### src/hw/rtl/i2ctrf_pkg.sv
// shared types and codes for the i2c target register file
// no dependencies; imported by every module of the block
package i2ctrf_pkg;

    // bus event codes
    localparam logic [2:0] OP_ADDR_WRITE = 3'd0;
    localparam logic [2:0] OP_ADDR_READ  = 3'd1;
    localparam logic [2:0] OP_BYTE_RX    = 3'd2;
    localparam logic [2:0] OP_BYTE_REQ   = 3'd3;
    localparam logic [2:0] OP_STOP       = 3'd4;
    localparam logic [2:0] OP_BUS_ERROR  = 3'd5;

    // transfer phases
    localparam logic [2:0] PH_IDLE      = 3'd0;
    localparam logic [2:0] PH_ADDRESSED = 3'd1;
    localparam logic [2:0] PH_PTR_SET   = 3'd2;
    localparam logic [2:0] PH_READING   = 3'd3;
    localparam logic [2:0] PH_WRITING   = 3'd4;

    // configuration register indexes
    localparam logic [1:0] CFG_VERSION_ADDR  = 2'd0;
    localparam logic [1:0] CFG_IDENT_ADDR    = 2'd1;
    localparam logic [1:0] CFG_VERSION_VALUE = 2'd2;
    localparam logic [1:0] CFG_IDENT_VALUE   = 2'd3;

    localparam logic [7:0] VERSION_ADDR_RST  = 8'h00;
    localparam logic [7:0] IDENT_ADDR_RST    = 8'h01;
    localparam logic [7:0] VERSION_VALUE_RST = 8'h11;
    localparam logic [7:0] IDENT_VALUE_RST   = 8'h5A;

    typedef struct packed {
        logic [7:0] version_addr;
        logic [7:0] ident_addr;
        logic [7:0] version_value;
        logic [7:0] ident_value;
    } cfg_t;

    typedef struct packed {
        logic       we;
        logic [7:0] wdata;
    } wr_req_t;

    typedef struct packed {
        logic       tx_valid;
        logic [7:0] tx_byte;
        logic [2:0] phase;
        logic [7:0] transfer_count;
    } result_t;

endpackage

### src/hw/rtl/i2ctrf_store.sv
// register store: one write port, one prefetch read port with registered data
// per-entry valid bits make unwritten entries read as their own index; uses i2ctrf_pkg
module i2ctrf_store #(
    parameter int REG_COUNT = 256,
    parameter int IDX_W     = $clog2(REG_COUNT)
) (
    input  logic                 clk,
    input  logic                 rst_n,
    input  i2ctrf_pkg::wr_req_t  wr,
    input  logic [IDX_W-1:0]     widx,
    input  logic [IDX_W-1:0]     ridx,
    output logic [7:0]           rd_byte
);
    import i2ctrf_pkg::*;

    logic [7:0]           store_mem [REG_COUNT];
    logic [REG_COUNT-1:0] valid_reg;
    logic [7:0]           rdata_reg;
    logic                 rvld_reg;
    logic [IDX_W-1:0]     ridx_reg;

    always_ff @(posedge clk)
    begin
        if (wr.we)
        begin
            store_mem[widx] <= wr.wdata;
        end
        rdata_reg <= store_mem[ridx];
    end

    always_ff @(posedge clk or negedge rst_n)
    begin
        if (!rst_n)
        begin
            valid_reg <= '0;
            rvld_reg  <= 1'b0;
            ridx_reg  <= '0;
        end
        else
        begin
            if (wr.we)
            begin
                valid_reg[widx] <= 1'b1;
            end
            rvld_reg <= valid_reg[ridx];
            ridx_reg <= ridx;
        end
    end

    // never-written entries hold their reset contents, the index itself
    assign rd_byte = rvld_reg ? rdata_reg : 8'(ridx_reg);

    // the write always lands beside the prefetched entry, so no bypass is needed
    a_no_rw_clash: assert property (@(posedge clk) disable iff (!rst_n)
        wr.we |-> (widx != ridx))
        else $error("store write and prefetch read hit the same entry");

endmodule

### src/hw/rtl/i2ctrf_ctrl.sv
// transfer phase controller, register pointer and transfer counter
// drives the store write and prefetch index; uses i2ctrf_pkg
module i2ctrf_ctrl #(
    parameter int REG_COUNT = 256,
    parameter int IDX_W     = $clog2(REG_COUNT)
) (
    input  logic                 clk,
    input  logic                 rst_n,
    input  logic                 accept,
    input  logic [2:0]           operation,
    input  logic [7:0]           rx_byte,
    input  i2ctrf_pkg::cfg_t     cfg,
    input  logic [7:0]           rd_byte,
    output i2ctrf_pkg::wr_req_t  wr,
    output logic [IDX_W-1:0]     widx,
    output logic [IDX_W-1:0]     ridx,
    output i2ctrf_pkg::result_t  res
);
    import i2ctrf_pkg::*;

    // rounded-up reciprocal of the store depth, exact quotient for any 8-bit pointer
    localparam int RECIP = (65536 + REG_COUNT - 1) / REG_COUNT;

    logic [2:0]       phase_reg, phase_next;
    logic [7:0]       ptr_reg, ptr_next;
    logic [IDX_W-1:0] idx_reg, idx_next;
    logic [7:0]       count_reg, count_next;
    logic [7:0]       read_byte;
    logic [IDX_W-1:0] idx_adv;
    logic             do_read;
    logic             do_write;

    // pointer modulo the store depth by reciprocal multiplication
    function automatic logic [IDX_W-1:0] store_index(input logic [7:0] v);
        logic [23:0] prod;
        logic [15:0] back;
        logic [7:0]  rem;
        prod = {16'd0, v} * 24'(RECIP);
        back = {8'd0, prod[23:16]} * 16'(REG_COUNT);
        rem  = v - back[7:0];
        return rem[IDX_W-1:0];
    endfunction

    // version address wins over ident when both match
    assign read_byte = (ptr_reg == cfg.version_addr) ? cfg.version_value :
                       (ptr_reg == cfg.ident_addr)   ? cfg.ident_value   : rd_byte;

    // pointer wrap from 255 restarts the store index at zero
    assign idx_adv = ((ptr_reg == 8'hFF) || (idx_reg == IDX_W'(REG_COUNT - 1)))
                   ? '0 : idx_reg + 1'b1;

    always_comb
    begin
        phase_next = phase_reg;
        ptr_next   = ptr_reg;
        idx_next   = idx_reg;
        count_next = count_reg;
        do_read    = 1'b0;
        do_write   = 1'b0;
        unique case (phase_reg)
            PH_IDLE:
            begin
                if (operation == OP_ADDR_WRITE)
                begin
                    phase_next = PH_ADDRESSED;
                end
            end
            PH_ADDRESSED:
            begin
                if (operation == OP_BYTE_RX)
                begin
                    phase_next = PH_PTR_SET;
                    ptr_next   = rx_byte;
                    idx_next   = store_index(rx_byte);
                end
            end
            PH_PTR_SET:
            begin
                if (operation == OP_ADDR_READ)
                begin
                    phase_next = PH_READING;
                    do_read    = 1'b1;
                end
                else if (operation == OP_BYTE_RX)
                begin
                    phase_next = PH_WRITING;
                    do_write   = 1'b1;
                end
            end
            PH_WRITING:
            begin
                if (operation == OP_BYTE_RX)
                begin
                    do_write = 1'b1;
                end
                else if (operation == OP_STOP)
                begin
                    phase_next = PH_IDLE;
                end
                else if (operation == OP_BUS_ERROR)
                begin
                    phase_next = PH_IDLE;
                    count_next = count_reg + 1'b1;
                end
            end
            PH_READING:
            begin
                if (operation == OP_BYTE_REQ)
                begin
                    do_read = 1'b1;
                end
                else if ((operation == OP_STOP) || (operation == OP_BUS_ERROR))
                begin
                    phase_next = PH_IDLE;
                    count_next = count_reg + 1'b1;
                end
            end
            default:
            begin
                phase_next = PH_IDLE;
            end
        endcase
        if (do_read || do_write)
        begin
            ptr_next = ptr_reg + 1'b1;
            idx_next = idx_adv;
        end
    end

    always_ff @(posedge clk or negedge rst_n)
    begin
        if (!rst_n)
        begin
            phase_reg <= PH_IDLE;
            ptr_reg   <= '0;
            idx_reg   <= '0;
            count_reg <= '0;
        end
        else if (accept)
        begin
            phase_reg <= phase_next;
            ptr_reg   <= ptr_next;
            idx_reg   <= idx_next;
            count_reg <= count_next;
        end
    end

    assign wr.we    = accept && do_write;
    assign wr.wdata = rx_byte;
    assign widx     = idx_reg;
    // prefetch the entry the next item will see
    assign ridx     = accept ? idx_next : idx_reg;

    assign res.tx_valid       = do_read;
    assign res.tx_byte        = do_read ? read_byte : 8'h00;
    assign res.phase          = phase_next;
    assign res.transfer_count = count_next;

    a_tx_in_read: assert property (@(posedge clk) disable iff (!rst_n)
        (accept && res.tx_valid) |-> (phase_next == PH_READING))
        else $error("byte sent outside a read");

    a_count_to_idle: assert property (@(posedge clk) disable iff (!rst_n)
        (count_reg != $past(count_reg)) |-> (phase_reg == PH_IDLE))
        else $error("transfer counter moved without ending the transfer");

    a_ptr_on_request: assert property (@(posedge clk) disable iff (!rst_n)
        (ptr_reg != $past(ptr_reg)) |-> $past(accept))
        else $error("pointer moved with no request taken");

endmodule

### src/hw/rtl/i2c_target_register_file.sv
// i2c target register file: stream front end, configuration registers, output register
// a result is registered and presented in the cycle after its request is accepted
// one request per cycle unless back-pressured; store read one request ahead at pointer
// reset: asynchronous, active low; phase idle, pointer and counter zero, store reads
// as its own index through per-entry valid bits, so no clearing pass is run
// depends on i2ctrf_pkg, i2ctrf_ctrl and i2ctrf_store
module i2c_target_register_file #(
    parameter int REG_COUNT = 256
) (
    input  logic        clk,
    input  logic        rst_n,
    input  logic        s_tvalid,
    output logic        s_tready,
    input  logic [7:0]  s_tdata,   // [7:0] rx_byte
    input  logic [2:0]  s_tuser,   // [2:0] operation
    output logic        m_tvalid,
    input  logic        m_tready,
    output logic [23:0] m_tdata,   // [7:0] tx_byte, [10:8] phase, [18:11] transfer_count
    output logic [0:0]  m_tuser,   // [0] tx_valid
    input  logic        cfg_we,
    input  logic [1:0]  cfg_addr,
    input  logic [7:0]  cfg_wdata
);
    import i2ctrf_pkg::*;

    localparam int IDX_W = $clog2(REG_COUNT);

    cfg_t             cfg_reg;
    wr_req_t          wr;
    logic [IDX_W-1:0] widx;
    logic [IDX_W-1:0] ridx;
    logic [7:0]       rd_byte;
    result_t          res;
    result_t          out_reg;
    logic             out_vld_reg;
    logic             accept;

    always_ff @(posedge clk or negedge rst_n)
    begin
        if (!rst_n)
        begin
            cfg_reg.version_addr  <= VERSION_ADDR_RST;
            cfg_reg.ident_addr    <= IDENT_ADDR_RST;
            cfg_reg.version_value <= VERSION_VALUE_RST;
            cfg_reg.ident_value   <= IDENT_VALUE_RST;
        end
        else if (cfg_we)
        begin
            unique case (cfg_addr)
                CFG_VERSION_ADDR:  cfg_reg.version_addr  <= cfg_wdata;
                CFG_IDENT_ADDR:    cfg_reg.ident_addr    <= cfg_wdata;
                CFG_VERSION_VALUE: cfg_reg.version_value <= cfg_wdata;
                CFG_IDENT_VALUE:   cfg_reg.ident_value   <= cfg_wdata;
                default:           cfg_reg <= cfg_reg;
            endcase
        end
    end

    assign s_tready = !out_vld_reg || m_tready;
    assign accept   = s_tvalid && s_tready;

    i2ctrf_ctrl #(
        .REG_COUNT (REG_COUNT),
        .IDX_W     (IDX_W)
    ) u_ctrl (
        .clk       (clk),
        .rst_n     (rst_n),
        .accept    (accept),
        .operation (s_tuser),
        .rx_byte   (s_tdata),
        .cfg       (cfg_reg),
        .rd_byte   (rd_byte),
        .wr        (wr),
        .widx      (widx),
        .ridx      (ridx),
        .res       (res)
    );

    i2ctrf_store #(
        .REG_COUNT (REG_COUNT),
        .IDX_W     (IDX_W)
    ) u_store (
        .clk     (clk),
        .rst_n   (rst_n),
        .wr      (wr),
        .widx    (widx),
        .ridx    (ridx),
        .rd_byte (rd_byte)
    );

    always_ff @(posedge clk)
    begin
        if (accept)
        begin
            out_reg <= res;
        end
    end

    always_ff @(posedge clk or negedge rst_n)
    begin
        if (!rst_n)
        begin
            out_vld_reg <= 1'b0;
        end
        else if (accept)
        begin
            out_vld_reg <= 1'b1;
        end
        else if (m_tready)
        begin
            out_vld_reg <= 1'b0;
        end
    end

    assign m_tvalid = out_vld_reg;
    assign m_tuser  = out_reg.tx_valid;
    assign m_tdata  = {5'd0, out_reg.transfer_count, out_reg.phase, out_reg.tx_byte};

    a_result_follows: assert property (@(posedge clk) disable iff (!rst_n)
        accept |=> m_tvalid)
        else $error("accepted request produced no result");

endmodule

### config.mk
export PLATFORM = sky130hd
export DESIGN_NAME = i2c_target_register_file
export DESIGN_NICKNAME = d
export VERILOG_FILES = /design/src/hw/rtl/i2ctrf_pkg.sv /design/src/hw/rtl/i2ctrf_store.sv /design/src/hw/rtl/i2ctrf_ctrl.sv /design/src/hw/rtl/i2c_target_register_file.sv
export SDC_FILE = /design/constraint.sdc
export NUM_CORES = 2
export LEC_CHECK = 0
export ABC_AREA = 1
export BUFFER_PORTS_ARGS = -buffer_cell sky130_fd_sc_hd__buf_2
export CORE_UTILIZATION = 55
export DETAILED_ROUTE_END_ITERATION = 8
export PLACE_DENSITY_LB_ADDON = 0.08
export SYNTH_ARGS = -nofsm -noshare
export SYNTH_HDL_FRONTEND = slang
export SYNTH_SLANG_ARGS = --single-unit
### constraint.sdc
create_clock -name clk -period 2.9 [get_ports clk]
set_input_delay 0.29 -clock clk [delete_from_list [all_inputs] [get_ports clk]]
set_output_delay 0.29 -clock clk [all_outputs]
set_load 0.02 [all_outputs]
==> flow_summary_export.csv <==
group,metric,value,unit
outcome,outcome,"finished with violations",
outcome,violations,"DRC, setup timing",
timing,hold_viol,0,
routing,drcViolationCount,3,
final_layout,fillers,14338,
cts,clock-root-buffer,"clkbuf_16",
synthesis,netlist-cell-type-count,44,
timing,final.setup.tns,-2080,ps
timing,tightestPinTransition,992,ps
timing,maxSlewHeadroom,33.8,%
floorplan,core_area,190000,µm²
cts,cts.path.max_buffers,3,
cts,clk_latency,890,ps
critical_path,cp-start-kind,"flop",
grt,grt_pass1_wl,498000,µm
grt,grtUsageTotal,35.1,%
synthesis,async_flop_share,13.2,%
final_layout,layout-drive-gt1-share,16.4,%
grt,antenna_found_initial,16,
synthesis,synth_area_leader_cell,"edfxtp_1",
placed_design,dpl.cell_count,13115,
floorplan,dieArea,193000,µm²
cts,cts_sinks,2393,
grt,grt_max_degree,131,
final_layout,most-common-layout-cells,"nand2_1 (2,541), edfxtp_1 (2,068), nand3_1 (1,723), inv_1 (1,626), buf_4 (642)",
cts,cts_tree,"built",
routing,wl_per_cell,24.9,µm
cts,htree_levels,4,
final_layout,final_common_cell,"nand2_1",
cts,numCtsBuffers,240,
grt,grt_pass1_vias,75582,
timing,finClkSkew,32.3,ps
floorplan,rows,160,
final_layout,largest_reg_flops,2048,
timing,fin_crit,3170,ps
floorplan,die_h,439,µm
grt,grt_use_met3,7.39,%
floorplan,start_util,55.4,%
synthesis,ys.flop_type,"edfxtp_1",
floorplan,ios,53,
flow_run,maxCapViolCount,0,
routing,dr.first_iter.drc_count,9521,
synthesis,ys_warn_count,0,
timing,rsz0062_at_grt,"yes",
critical_path,crit_required,3670,ps
synthesis,ys_seq_area_share,66.8,%
final_layout,syn_to_final_growth,22.2,%
floorplan,dieWidth,439,µm
timing,fmax,316,MHz
routing,drtAntennaViolNets,0,
routing,viasPerCell,5.72,
final_layout,stdcell_count,13773,
routing,wirelength,343000,µm
routing,drt-pass1-iter-count,9,
cts,clk_pin_slew,60,ps
critical_path,worst-setup-path-type,"flop to flop",
grt,gr-usage-met1,48.5,%
routing,num_vias,78779,
timing,setup_viol_count_final,9,
final_layout,finalNetCount,11077,
synthesis,ys_ff_latch,2393,
placed_design,port_buffers,47,
timing,min_period_over_period,109,%
critical_path,arrival,3930,ps
timing,fin_ws,-267,ps
final_layout,post-route-util,67.7,%
synthesis,synth-edff-count,2068,
power_and_ir_drop,p_leak,54.2,nW
timing,drv_slew,0,
min_path,hp-class,"input port to asynchronous set/reset pin",
grt,busiest_layer,"met2",
placed_design,dp_hpwl,197000,µm
power_and_ir_drop,ir_worst_vdd,0.000724,V
synthesis,syn_inst,10343,
placed_design,place_congestion,0.913,
grt,met2_usage,54.2,%
synthesis,synth_top_area_share,59.0,%
critical_path,end_kind,"flop",
grt,overflow,0,
synthesis,synth_area,105000,µm²
power_and_ir_drop,power_density,917,nW/µm²
synthesis,synth_area_per_cell,10.2,µm²
critical_path,cp_max_fo,8,
synthesis,synth_area_leaders,"edfxtp_1 (59%), nand3_1 (9.8%), nand2_1 (9.2%), dfrtp_1 (7.4%), inv_1 (5.8%)",
## cell type report
type / instances / area (µm²) / share of cell area (%)
flip-flops and latches: 2393 / 70200 / 54.6
clock buffers: 332 / 6680 / 5.20
repair inverters: 1 / 8.76 / 0.00681
clock inverters: 118 / 946 / 0.736
repair buffers: 1088 / 13100 / 10.2
multi-input cells: 5678 / 28200 / 21.9
diodes: 9 / 22.5 / 0.0175
well taps: 2511 / 3140 / 2.44
inverters: 1643 / 6180 / 4.81
## cells in the mapped netlist, types with 23 or more instances
cell / number
clkbuf_1: 183
xor2_1: 23
o211ai_1: 87
o21ai_0: 387
inv_1: 1627
dfrtp_1: 310
nor2_1: 298
buf_4: 49
nand2_1: 2564
buf_2: 354
nand3_1: 2066
buf_1: 34
nand3b_1: 168
edfxtp_1: 2068
## worst max-delay path, cell delays in order, from the launching register on
cell and delay (ps):
dfrtp_1 420, inv_2 100, nand3_2 90, buf_6 110, nor2_4 40, nor2_4 130
nand2_4 70, buf_4 140, nand2_2 80, nand3_4 110, nand2_8 170, buf_16 190
buf_16 200, buf_12 170, buf_4 130, nand2_1 50, nand3_1 120, nand3_2 130
nand3_2 140, nand3_4 90, nand3_4 120, nand3_2 70, nand3_1 90, nand2_1 60
## logic make-up after synthesis
logic type / count (synthesis) / share of synthesized area [%]
xor gates and xnor gates: 25 / 0.208
AOI/OAI and AO/OA: 502 / 2.64
adders and majority gates: 6 / 0.0714
DFF: 2393 / 66.8
and+or+nand+nor: 5140 / 21.5
other: 1 / 0.00357
buffers and inverters: 2276 / 8.81
## timing repair
item                                   4_1_cts  5_1_grt
endpoints found under the hold margin      451        0
cloned                                      70       16
pin swaps                                   70       73
setup buffers                               79       29
setup endpoints to repair                    9      488
hold buffers                                16        0
resized for setup                          495      230
## routing by layer
layer	part of all wire [%]	wire length, µm
met1	40	136000
met2	46	157000
met3	10	35000
met4	4.5	15300
met5	0.016	55
## metrics by stage
stage	power [mW]	setup slack [ps]	instance area [µm²]	hold slack (ps)
after floorplan	58.4	78.0	105000	-5.59
after global placement	75.8	-707	114000	303
after detailed placement	75.9	-744	114000	307
after CTS	115	-178	127000	2.20
after global routing	121	-373	129000	19.2
final	118	-267	129000	0.196
## where the power goes
group          internal (mW)  switching, mW
combinational           18.1           31.3
sequential              37.8          0.375
clock                   17.1           13.2
total                   73.0           44.9
## worst paths after layout
| check | slack [ps] | end | from | cells past startpoint |
|---|---|---|---|---|
| worst max-delay path | -270 | u_store.rdata_reg[1] | u_ctrl.phase_reg[2] | 23 |
| worst min-delay path | 0.2 | cfg_reg[15] | rst_n | 2 |
| worst max register to register | -270 | u_store.rdata_reg[1] | u_ctrl.phase_reg[2] | 23 |
| worst min register to register | 460 | u_store.valid_reg[119] | u_store.valid_reg[119] | 2 |
| max in group asynchronous | 1930 | u_store.valid_reg[5] | rst_n | 3 |
| min in group clk | 60 | u_store.store_mem[96][3] | s_tdata[3] | 2 |
(Power assumes the default switching activity.)
